==> config.mk <==
export PLATFORM = sky130hd
export DESIGN_NAME = disk_request_scheduler
export DESIGN_NICKNAME = d
export VERILOG_FILES = /design/src/design/dsched_pkg.sv /design/src/design/disk_request_scheduler.sv /design/src/design/dsched_slot_ram.sv /design/src/design/dsched_pick.sv
export SDC_FILE = /design/constraint.sdc
export NUM_CORES = 1
export LEC_CHECK = 0
export BUFFER_PORTS_ARGS = -buffer_cell sky130_fd_sc_hd__clkbuf_2
export CORE_ASPECT_RATIO = 0.6
export CORE_UTILIZATION = 67
export DETAILED_ROUTE_END_ITERATION = 7
export PLACE_DENSITY = 0.87
export SETUP_SLACK_MARGIN = 0.4
export SKIP_LAST_GASP = 1
export SLEW_MARGIN = 5
export SYNTH_ARGS = -nofsm -noshare
export SYNTH_HDL_FRONTEND = slang
export SYNTH_SLANG_ARGS = --single-unit
==> constraint.sdc <==
create_clock -name clk -period 13.1 [get_ports clk]
set_clock_uncertainty 0.05 [all_clocks]
set_input_delay 3.275 -clock clk [delete_from_list [all_inputs] [get_ports clk]]
set_output_delay 3.275 -clock clk [all_outputs]
set_load 0.03 [all_outputs]
==> src/design/dsched_pkg.sv <==
package dsched_pkg;

  localparam int ARR_W  = 16;
  localparam int MODE_W = 3;

  typedef logic [MODE_W-1:0] mode_t;

  localparam mode_t MODE_FIFO  = 3'd0;
  localparam mode_t MODE_SSTF  = 3'd1;
  localparam mode_t MODE_LOOK  = 3'd2;
  localparam mode_t MODE_CLOOK = 3'd3;
  localparam mode_t MODE_FLOOK = 3'd4;

  localparam logic FUNC_ADD = 1'b0;
  localparam logic FUNC_GET = 1'b1;

  typedef enum logic [2:0] {
    ST_IDLE,
    ST_FREE,
    ST_SCAN,
    ST_DRAIN,
    ST_EVAL,
    ST_OUT
  } state_t;

  typedef struct packed {
    logic clear;
    logic sample;
    logic by_queue;
    logic filt_en;
    logic filt_down;
    logic key_zero;
    logic key_track;
    logic active_q;
  } pick_ctrl_t;

endpackage

==> src/design/disk_request_scheduler.sv <==
// Add: a full table goes straight to the output; otherwise a serial search of the
// used flags finds the lowest free slot.
// Get: one scan reads the whole slot memory; LOOK, FLOOK and C-LOOK may scan twice.
// One item is in work at a time; a result waits in the output register.
// Synchronous reset empties the table, sets direction up, queue one, mode FIFO.
module disk_request_scheduler #(
  parameter int QUEUE_DEPTH = 16,
  parameter int TRACK_BITS  = 16,
  parameter int ID_BITS     = 16
) (
  input  logic                  clk,
  input  logic                  rst,
  input  logic                  in_valid,
  output logic                  in_ready,
  input  logic                  func,
  input  logic [ID_BITS-1:0]    req_id,
  input  logic [TRACK_BITS-1:0] req_track,
  input  logic [TRACK_BITS-1:0] head_track,
  output logic                  out_valid,
  input  logic                  out_ready,
  output logic                  grant_valid,
  output logic [ID_BITS-1:0]    grant_id,
  output logic [TRACK_BITS-1:0] grant_track,
  output logic                  moving_down,
  output logic                  still_pending,
  output logic                  add_dropped,
  input  logic                  cfg_valid,
  output logic                  cfg_ready,
  input  logic [dsched_pkg::MODE_W-1:0] cfg_data
);
  import dsched_pkg::*;

  localparam int IDX_W   = $clog2(QUEUE_DEPTH);
  localparam int CNT_W   = $clog2(QUEUE_DEPTH + 1);
  localparam int ENTRY_W = ID_BITS + TRACK_BITS + ARR_W + 1;

  state_t state, state_next;

  mode_t                 policy_mode;
  logic                  going_down;
  logic                  active_queue;
  logic [ARR_W-1:0]      arr_cnt;
  logic                  used [QUEUE_DEPTH];
  logic [CNT_W-1:0]      used_cnt;
  logic [CNT_W-1:0]      qcnt0;
  logic [CNT_W-1:0]      qcnt1;
  logic [CNT_W-1:0]      idx;
  logic                  pass2;
  logic                  op_func;
  logic [ID_BITS-1:0]    op_id;
  logic [TRACK_BITS-1:0] op_track;
  logic [TRACK_BITS-1:0] op_head;

  logic                  rd_pend;
  logic [IDX_W-1:0]      rd_idx;
  logic                  rd_used;

  logic                  res_gv;
  logic [ID_BITS-1:0]    res_id;
  logic [TRACK_BITS-1:0] res_track;
  logic                  res_down;
  logic                  res_pending;
  logic                  res_dropped;

  logic                  ram_we;
  logic [ENTRY_W-1:0]    ram_wdata;
  logic [ENTRY_W-1:0]    ram_rdata;

  pick_ctrl_t            pctrl;
  logic                  found;
  logic [IDX_W-1:0]      best_idx;
  logic [ID_BITS-1:0]    best_id;
  logic [TRACK_BITS-1:0] best_track;
  logic                  best_queue;

  logic                  accept;
  logic                  full;
  logic                  aq_new;
  logic                  aq_empty;
  logic                  skip_scan;
  logic                  is_look;
  logic                  restart;
  logic                  free_hit;
  logic                  last_idx;
  logic                  out_load;
  logic                  gd_final;

  assign in_ready  = (state == ST_IDLE);
  assign cfg_ready = 1'b1;
  assign accept    = in_valid && in_ready;
  assign full      = (used_cnt == CNT_W'(QUEUE_DEPTH));
  assign is_look   = (policy_mode == MODE_LOOK) || (policy_mode == MODE_FLOOK);
  assign free_hit  = !used[idx[IDX_W-1:0]];
  assign last_idx  = (idx == CNT_W'(QUEUE_DEPTH - 1));
  assign out_load  = (state == ST_OUT) && (!out_valid || out_ready);
  assign restart   = !found && !pass2 &&
                     (is_look || (policy_mode == MODE_CLOOK));

  // FLOOK swaps queues first when the active one has nothing left.
  always_comb begin
    aq_new   = active_queue;
    if (policy_mode == MODE_FLOOK) begin
      if ((active_queue ? qcnt1 : qcnt0) == '0) begin
        aq_new = !active_queue;
      end
    end
    aq_empty  = ((aq_new ? qcnt1 : qcnt0) == '0);
    skip_scan = ((policy_mode == MODE_FLOOK) && aq_empty) ||
                ((policy_mode == MODE_LOOK) && (used_cnt == '0));
  end

  always_comb begin
    gd_final = going_down;
    if (found) begin
      case (policy_mode)
        MODE_LOOK, MODE_FLOOK: gd_final = going_down;
        MODE_CLOOK:            gd_final = pass2;
        default: begin
          if (best_track > op_head) begin
            gd_final = 1'b0;
          end else if (best_track < op_head) begin
            gd_final = 1'b1;
          end
        end
      endcase
    end
  end

  always_comb begin
    pctrl          = '0;
    pctrl.clear    = (accept && (func == FUNC_GET)) || ((state == ST_EVAL) && restart);
    pctrl.sample   = rd_pend;
    pctrl.active_q = active_queue;
    case (policy_mode)
      MODE_SSTF: begin
      end
      MODE_LOOK: begin
        pctrl.filt_en   = 1'b1;
        pctrl.filt_down = going_down;
      end
      MODE_FLOOK: begin
        pctrl.filt_en   = 1'b1;
        pctrl.filt_down = going_down;
        pctrl.by_queue  = 1'b1;
      end
      MODE_CLOOK: begin
        pctrl.filt_en   = !pass2;
        pctrl.key_track = pass2;
      end
      default: begin
        pctrl.key_zero = 1'b1;
      end
    endcase
  end

  always_comb begin
    state_next = state;
    ram_we     = 1'b0;
    ram_wdata  = {!active_queue, arr_cnt, op_track, op_id};
    case (state)
      ST_IDLE: begin
        if (accept) begin
          if (func == FUNC_ADD) begin
            state_next = full ? ST_OUT : ST_FREE;
          end else begin
            state_next = skip_scan ? ST_OUT : ST_SCAN;
          end
        end
      end
      ST_FREE: begin
        if (free_hit) begin
          ram_we     = 1'b1;
          state_next = ST_OUT;
        end
      end
      ST_SCAN: begin
        if (last_idx) begin
          state_next = ST_DRAIN;
        end
      end
      ST_DRAIN: begin
        state_next = ST_EVAL;
      end
      ST_EVAL: begin
        state_next = restart ? ST_SCAN : ST_OUT;
      end
      ST_OUT: begin
        if (out_load) begin
          state_next = ST_IDLE;
        end
      end
      default: begin
        state_next = ST_IDLE;
      end
    endcase
  end

  always_ff @(posedge clk) begin
    if (rst) begin
      state <= ST_IDLE;
    end else begin
      state <= state_next;
    end
  end

  always_ff @(posedge clk) begin
    if (rst) begin
      policy_mode <= MODE_FIFO;
    end else if (cfg_valid && cfg_ready) begin
      policy_mode <= cfg_data;
    end
  end

  always_ff @(posedge clk) begin
    if (rst) begin
      going_down   <= 1'b0;
      active_queue <= 1'b1;
      arr_cnt      <= '0;
      used_cnt     <= '0;
      qcnt0        <= '0;
      qcnt1        <= '0;
      rd_pend      <= 1'b0;
      for (int i = 0; i < QUEUE_DEPTH; i++) begin
        used[i] <= 1'b0;
      end
    end else begin
      rd_pend <= (state == ST_SCAN);
      case (state)
        ST_IDLE: begin
          if (accept && (func == FUNC_GET)) begin
            active_queue <= aq_new;
          end
        end
        ST_FREE: begin
          if (free_hit) begin
            used[idx[IDX_W-1:0]] <= 1'b1;
            used_cnt <= used_cnt + 1'b1;
            arr_cnt  <= arr_cnt + 1'b1;
            if (active_queue) begin
              qcnt0 <= qcnt0 + 1'b1;
            end else begin
              qcnt1 <= qcnt1 + 1'b1;
            end
          end
        end
        ST_EVAL: begin
          if (restart) begin
            if (is_look) begin
              going_down <= !going_down;
            end
          end else begin
            going_down <= gd_final;
            if (found) begin
              used[best_idx] <= 1'b0;
              used_cnt <= used_cnt - 1'b1;
              if (best_queue) begin
                qcnt1 <= qcnt1 - 1'b1;
              end else begin
                qcnt0 <= qcnt0 - 1'b1;
              end
            end
          end
        end
        default: begin
        end
      endcase
    end
  end

  // Scan index, operand capture and the pending result.
  always_ff @(posedge clk) begin
    rd_idx  <= idx[IDX_W-1:0];
    rd_used <= used[idx[IDX_W-1:0]];
    case (state)
      ST_IDLE: begin
        idx   <= '0;
        pass2 <= 1'b0;
        if (accept) begin
          op_func     <= func;
          op_id       <= req_id;
          op_track    <= req_track;
          op_head     <= head_track;
          res_gv      <= 1'b0;
          res_id      <= '0;
          res_track   <= '0;
          res_down    <= going_down;
          res_dropped <= (func == FUNC_ADD) && full;
          res_pending <= (func == FUNC_ADD) ? 1'b1 : (used_cnt != '0);
        end
      end
      ST_FREE, ST_SCAN: begin
        idx <= idx + 1'b1;
      end
      ST_EVAL: begin
        idx <= '0;
        if (restart) begin
          pass2 <= 1'b1;
        end else begin
          res_gv      <= found;
          res_id      <= found ? best_id : '0;
          res_track   <= found ? best_track : '0;
          res_down    <= gd_final;
          res_pending <= (used_cnt != CNT_W'(found));
        end
      end
      default: begin
      end
    endcase
  end

  always_ff @(posedge clk) begin
    if (rst) begin
      out_valid <= 1'b0;
    end else if (out_load) begin
      out_valid <= 1'b1;
    end else if (out_ready) begin
      out_valid <= 1'b0;
    end
  end

  always_ff @(posedge clk) begin
    if (out_load) begin
      grant_valid   <= res_gv;
      grant_id      <= res_id;
      grant_track   <= res_track;
      moving_down   <= res_down;
      still_pending <= res_pending;
      add_dropped   <= res_dropped;
    end
  end

  dsched_slot_ram #(
    .ADDR_W(IDX_W),
    .DATA_W(ENTRY_W)
  ) u_ram (
    .clk  (clk),
    .we   (ram_we),
    .waddr(idx[IDX_W-1:0]),
    .wdata(ram_wdata),
    .raddr(idx[IDX_W-1:0]),
    .rdata(ram_rdata)
  );

  dsched_pick #(
    .IDX_W     (IDX_W),
    .TRACK_BITS(TRACK_BITS),
    .ID_BITS   (ID_BITS)
  ) u_pick (
    .clk         (clk),
    .rst         (rst),
    .ctrl        (pctrl),
    .cand_used   (rd_used && (op_func == FUNC_GET)),
    .cand_idx    (rd_idx),
    .cand_id     (ram_rdata[ID_BITS-1:0]),
    .cand_track  (ram_rdata[ID_BITS +: TRACK_BITS]),
    .cand_arrival(ram_rdata[ID_BITS + TRACK_BITS +: ARR_W]),
    .cand_queue  (ram_rdata[ENTRY_W-1]),
    .head        (op_head),
    .arr_cnt     (arr_cnt),
    .found       (found),
    .best_idx    (best_idx),
    .best_id     (best_id),
    .best_track  (best_track),
    .best_queue  (best_queue)
  );

endmodule

==> src/design/dsched_slot_ram.sv <==
module dsched_slot_ram #(
  parameter int ADDR_W = 4,
  parameter int DATA_W = 49
) (
  input  logic              clk,
  input  logic              we,
  input  logic [ADDR_W-1:0] waddr,
  input  logic [DATA_W-1:0] wdata,
  input  logic [ADDR_W-1:0] raddr,
  output logic [DATA_W-1:0] rdata
);

  logic [DATA_W-1:0] mem [2**ADDR_W];

  always_ff @(posedge clk) begin
    if (we) begin
      mem[waddr] <= wdata;
    end
  end

  always_ff @(posedge clk) begin
    rdata <= mem[raddr];
  end

endmodule

==> src/design/dsched_pick.sv <==
module dsched_pick #(
  parameter int IDX_W      = 4,
  parameter int TRACK_BITS = 16,
  parameter int ID_BITS    = 16
) (
  input  logic                   clk,
  input  logic                   rst,
  input  dsched_pkg::pick_ctrl_t ctrl,
  input  logic                   cand_used,
  input  logic [IDX_W-1:0]       cand_idx,
  input  logic [ID_BITS-1:0]     cand_id,
  input  logic [TRACK_BITS-1:0]  cand_track,
  input  logic [dsched_pkg::ARR_W-1:0] cand_arrival,
  input  logic                   cand_queue,
  input  logic [TRACK_BITS-1:0]  head,
  input  logic [dsched_pkg::ARR_W-1:0] arr_cnt,
  output logic                   found,
  output logic [IDX_W-1:0]       best_idx,
  output logic [ID_BITS-1:0]     best_id,
  output logic [TRACK_BITS-1:0]  best_track,
  output logic                   best_queue
);
  import dsched_pkg::*;

  logic [TRACK_BITS-1:0] best_key;
  logic [ARR_W-1:0]      best_age;
  logic [TRACK_BITS-1:0] seek_dist;
  logic [TRACK_BITS-1:0] key;
  logic [ARR_W-1:0]      age;
  logic                  in_dir;
  logic                  eligible;
  logic                  wins;

  always_comb begin
    seek_dist = (cand_track >= head) ? (cand_track - head) : (head - cand_track);
    if (ctrl.key_zero) begin
      key = '0;
    end else if (ctrl.key_track) begin
      key = cand_track;
    end else begin
      key = seek_dist;
    end
    age = arr_cnt - cand_arrival;
    // A track equal to the head lies in either direction.
    in_dir = ctrl.filt_down ? (cand_track <= head) : (cand_track >= head);
    eligible = cand_used && (!ctrl.by_queue || (cand_queue == ctrl.active_q)) &&
               (!ctrl.filt_en || in_dir);
    wins = !found || (key < best_key) || ((key == best_key) && (age > best_age));
  end

  always_ff @(posedge clk) begin
    if (rst) begin
      found <= 1'b0;
    end else if (ctrl.clear) begin
      found <= 1'b0;
    end else if (ctrl.sample && eligible && wins) begin
      found <= 1'b1;
    end
  end

  always_ff @(posedge clk) begin
    if (ctrl.sample && eligible && wins && !ctrl.clear) begin
      best_idx   <= cand_idx;
      best_id    <= cand_id;
      best_track <= cand_track;
      best_queue <= cand_queue;
      best_key   <= key;
      best_age   <= age;
    end
  end

endmodule

Word-level counts from Yosys, hierarchy flattened
Memories as Yosys holds them, arrays and structs flattened. A register that Yosys moved wholly into a read port is not among the register bits. Cells that the tools add are included.

Register bits after elaboration: 243. Word-level logic and storage cells: 228. Input port bits: 57. Memories kept: 2. Output and inout port bits: 39. Bits in writable memories: 800.

Equal/unequal tests: 26. Mux-type cells: 85. $add $sub $neg: 11. Bitwise logic cells: 2. Reductions and logical operators: 59. Order comparisons: 6.

Memory list: u_ram.mem (words 16, width 49, read ports 1, clocked after memory_dff 1, write ports 1, line dsched_slot_ram.sv:13) `logic [DATA_W-1:0] mem [2**ADDR_W];`; used (words 16, width 1, read ports 1, clocked after memory_dff 1, write ports 16, line disk_request_scheduler.sv:43) `logic used [QUEUE_DEPTH];`.

Operator list (number): 2-to-1 mux 16 bit (8); 2-to-1 mux 5 bit (15); case mux 16 bit (2 select lines) (2); subtractor 16 bit (3); case mux 5 bit (2 select lines) (4); 2-to-1 mux 1 bit (38); > comparator 16 bit (2); < comparator 16 bit (2); 2-to-1 mux 3 bit (8); adder 5 x 1 -> 5 bit (second input constant) (4); != test 2 bit (second input constant) (9); case mux 3 bit (6 select lines) (1); adder 16 x 1 -> 16 bit (second input constant) (1); == test 16 bit (1); greater-or-equal comparator 16 bit (1); less-or-equal comparator 16 bit (1); logical AND 1 bit (16); logical NOT 5 bit (3); subtractor 5 x 1 -> 5 bit (second input constant) (3); == test 3 x 2 -> 1 bit (second input constant) (4); 2-to-1 mux 4 bit (3); case mux 1 bit (2 select lines) (6); AND reduction 6 bit (2); AND reduction 2 bit (5); 18 further kinds (47).

Longest topological paths before layout
Depth in word-level cells: 12. Mapped depth: 22. Depth with buffers taken out: 20.

By module
A second synthesis with hierarchy kept.

Cell total of the unflattened synthesis: 2492. Area total of the unflattened synthesis: 44252.4 um2.

By module, submodules not included: dsched_slot_ram (seq. area each 24523.5 um2, cells each 1268, times used 1, area each 30336.6 um2); disk_request_scheduler (seq. area each 5295.1 um2, cells each 666, times used 1, area each 8299.2 um2); dsched_pick (seq. area each 2092.0 um2, cells each 558, times used 1, area each 5616.6 um2).

Worst setup path after synthesis
OpenSTA, ideal clock, no wires.

Kind: input port to flip-flop. Start point: input port in_valid. End point: register u_pick.best_age[0], enable pin. Path slack: 5.079 ns. Stages on the path: 6. Library setup time: 0.519 ns. Required time: 12.531 ns. Arrival: 7.452 ns. Cells stage by stage: and3_1 > a21oi_1 > nor3_1 > a2111oi_0 > o31ai_1 > a21oi_1.

Cells in the longest elaborated chain, start to end: 5.

RTL lines: start, declared (line disk_request_scheduler.sv:13) `input logic in_valid,`; logical AND 1 bit (line disk_request_scheduler.sv:90) `assign accept = in_valid && in_ready;`; logical AND 1 bit (line disk_request_scheduler.sv:131) `pctrl.clear = (accept && (func == FUNC_GET)) || ((state == ST_EVAL) && restart);`; logical OR 1 bit (line disk_request_scheduler.sv:131); logical NOT 1 bit (line dsched_pick.sv:62) `if (ctrl.sample && eligible && wins && !ctrl.clear) begin`; logical AND 1 bit (line dsched_pick.sv:62); end signal, assigned (line dsched_pick.sv:68) `best_age <= age;`; end, declared (line dsched_pick.sv:26) `logic [ARR_W-1:0] best_age;`.

No other way between the ends. A chain may end at the register's enable or synchronous reset.

Worst setup path after layout
Start point: register arr_cnt[1]. End point: register u_pick.best_id[7], enable pin.

Cells in the longest elaborated chain, start to end: 6.

RTL lines: start, declared (line disk_request_scheduler.sv:42) `logic [ARR_W-1:0] arr_cnt;`; start signal, assigned (line disk_request_scheduler.sv:238) `arr_cnt <= arr_cnt + 1'b1;`; subtractor 16 bit (line dsched_pick.sv:43) `age = arr_cnt - cand_arrival;`; named net u_pick.age[15] (line dsched_pick.sv:29) `logic [ARR_W-1:0] age;`; > comparator 16 bit (line dsched_pick.sv:48) `wins = !found || (key < best_key) || ((key == best_key) && (age > best_age));`; logical AND 1 bit (line dsched_pick.sv:48); logical OR 1 bit (line dsched_pick.sv:48); logical AND 1 bit (2 in a row) (line dsched_pick.sv:62); end signal, assigned (line dsched_pick.sv:64) `best_id <= cand_id;`; end, declared (line dsched_pick.sv:19) `output logic [ID_BITS-1:0] best_id,`.

The timed path passes the listed nets, and every way through them passes these cells.

==> impl_metrics.toml <==
[outcome]
outcome = "completed"

[routing]
drtAntennaViolNets = 0
first_pass_iters = 5
route.detailed.drc = 0
wl_per_cell_um = 30.4
routed-via-count = 23400
drt_iter0_drc = 3438
drt_wl_total_um = 104000
vias_per_cell = 6.83

[global_route]
grt_pass1_wl_um = 155000
grt_start_max_net_pins = 120
overflow = 0
track_usage = 0.321
grt_pass1_vias = 23800
antenna_found_initial = 1

[place]
gp_congestion = 0.911
port_buffers = 94
dp_hpwl_um = 54900
place_ws_ns = 7.26

[synth]
seq_area_frac_synth = 0.726
synth_ff_type = "edfxtp_1"
synth_area_leaders = "edfxtp_1, mux4_2, dfxtp_1"
syn_inst = 2368
ys_ff_latch = 1096
avgSynthCellArea_um2 = 18.6
syn-num-nets = 2540
synth_edf_count = 996
syn_area_um2 = 44000
synth_commonest_cells = "edfxtp_1, mux4_2, inv_1, nor2_1, ha_1"
ys_warn_count = 0
yosysTopAreaCellShare = 0.680
yosysMostFrequentCell = "edfxtp_1"
ys_async_sr_fraction = 0
synth_cell_types = 68
yosysTopAreaCell = "edfxtp_1"

[power]
max-vdd-ir-drop_mv = 0.143
swShare = 0.305
static-leakage-power_nw = 16.5
p_per_area_nw_per_um2 = 206
pwr-share-seq = 0.458
p_switching_mw = 3.05
p_int_mw = 6.95
power_mw = 10.0
power_frac_comb = 0.264
clkPwrFrac = 0.279

[worst_setup_path]
critPathMaxFanout = 35
crit_required_ns = 13.35
startpoint_type = "flop"
cp-end-kind = "flop"
worstSetupPathType = "reg2reg"
cp.arrival_ns = 6.36

[final_layout]
drive_above_1_share = 0.217
fillers = 3459
multiInputGateArea_um2 = 11300
final_util = 0.751
n_antenna_cell = 0
final_nets = 2673
regArea_um2 = 31900
syn2layout_area_growth_pct = 10.4

[cts]
clock_sinks = 1096
htreeDepth = 3
cts.reportedPaths.clkPinSlew_ns = 0.07
postCtsHoldBufs = 0
postCtsResizedCells = 0
post-cts-setup-buffers = 0
clock_latency_ns = 0.67
cts_tree = "yes"
cts_buffers = 93
cts_buffer_depth = 3
root_buffer = "clkbuf_16"

[floorplan]
io_pins = 96
die_h_um = 200
std_cell_rows = 72
initial_core_util = 0.680
die_w_um = 333
die_area_um2 = 66700
core-area_um2 = 64700

[timing]
setup_viol = 0
finalSetupTns_ns = 0
layout_setup_ws_ns = 6.99
rsz0062_at_grt = "false"
relSlewSlack = 0.247
slew_violations = 0
worst_pin_slew_ns = 1.13
fin_crit_sh = 0.467
period_needed_ns = 6.11
fmax_ghz = 0.164
hold_viol = 0

[job]
maxCapViolCount = 0

[min_path]
holdCritPathClass = "reg2reg"
logic make-up after synthesis:
kind of cell | Yosys count | synth area share
AO/OA/AOI/OAI | 245 | 0.0357
XOR/XNOR | 51 | 0.0102
adder cells (fa/ha/maj) | 115 | 0.0338
buffers and inverters | 221 | 0.0196
flip-flops | 1096 | 0.726
multiplexers | 272 | 0.133
other | 1 | 0.0000853
AND/OR/NAND/NOR | 367 | 0.0420
state kept, by name, indices dropped and copies added (netlist names), 16 cells and up, named ones only:
register / cells
u_ram.mem: 784
u_ram.rdata: 49
arr_cnt: 16
grant_id: 16
grant_track: 16
op_head: 16
op_id: 16
op_track: 16
res_id: 16
res_track: 16
u_pick.best_age: 16
u_pick.best_id: 16
u_pick.best_key: 16
u_pick.best_track: 16
used: 16
layer usage:
layer | GRT usage | up-vias | wire length [um]
met3 | 0.0613 | 240 | 10600
met4 | 0.0969 | 0 | 3280
met1 | 0.459 | 11900 | 39500
met2 | 0.514 | 1580 | 50900
met5 | 0 | - | 0
li1 | - | 9654 | -
path summary, 6_finish.rpt:
path | from | end | slack [ns] | cells after the start
min | u_ram.rdata[6] | u_pick.best_id[6] | 0.36 | 0
max | arr_cnt[1] | u_pick.best_id[7] | 6.99 | 16
min reg2reg | u_ram.rdata[6] | u_pick.best_id[6] | 0.36 | 0
max reg2reg | arr_cnt[1] | u_pick.best_id[7] | 6.99 | 16
power groups by stage:
stage	Clock (mW)	Sequential, mW	Combinational, mW
3_5_place_dp	0	4.63	2.55
4_1_cts	2.80	4.57	2.61
5_1_grt	2.93	4.60	2.82
6_report	2.79	4.57	2.64
2_1_floorplan	0	4.53	1.89
3_3_place_gp	0	4.59	2.50
cell usage in the layout (no fill, tap or decap), types with 7 or more instances in the layout:
cell type / count
nor3_1: 26
dfxtp_1: 100
or3_1: 12
a21o_1: 31
nand2_1: 43
nor2_1: 117
xnor2_1: 32
edfxtp_1: 996
clkbuf_1: 25
nand4_1: 17
ha_1: 109
and3_1: 12
and3_2: 9
nor2b_1: 14
mux4_2: 249
xor2_1: 19
and2_1: 35
buf_4: 40
clkinv_1: 10
a31oi_1: 14
o31ai_1: 8
o21ai_0: 39
inv_1: 124
clkbuf_16: 95
nand2b_1: 11
a21oi_1: 79
clkinv_2: 19
mux2i_1: 18
nand3_1: 34
clkbuf_2: 94
o21bai_1: 15
a211oi_1: 8
clkbuf_8: 7
o21a_1: 10
metrics by stage:
| step | hold WS, ns | area [um2] | std cells |
|---|---|---|---|
| 2_1_floorplan | 0.296 | 44000 | 2368 |
| 3_3_place_gp | 0.337 | 45500 | 3257 |
| 3_5_place_dp | 0.342 | 45500 | 3257 |
| 4_1_cts | 0.364 | 48500 | 3431 |
| 5_1_grt | 0.371 | 48500 | 3431 |
| 6_report | 0.363 | 48500 | 3431 |
critical path, stage by stage, from the launching register on:
cell	delay, ns
dfxtp_1	0.82
ha_1	0.34
nor2b_1	0.15
o31ai_1	0.31
a211o_1	0.27
a31oi_1	0.14
and4_1	0.25
a2111oi_0	0.91
a21oi_1	0.21
xnor2_1	0.33
ha_1	0.31
nand4_1	0.10
nor3_1	0.09
a2111oi_0	0.52
o31ai_1	0.23
a21oi_4	0.20
buf_4	0.49
area by class of cell:
| class | instances | share of cell area |
|---|---|---|
| clock buffers | 127 | 0.0529 |
| clock inverters | 47 | 0.00977 |
| repair buffers | 135 | 0.0163 |
| well taps | 851 | 0.0219 |
| inverters | 124 | 0.00959 |
| multi-input cells | 1051 | 0.232 |
| flip-flops and latches | 1096 | 0.657 |
Power figures use the tool's default switching activity.
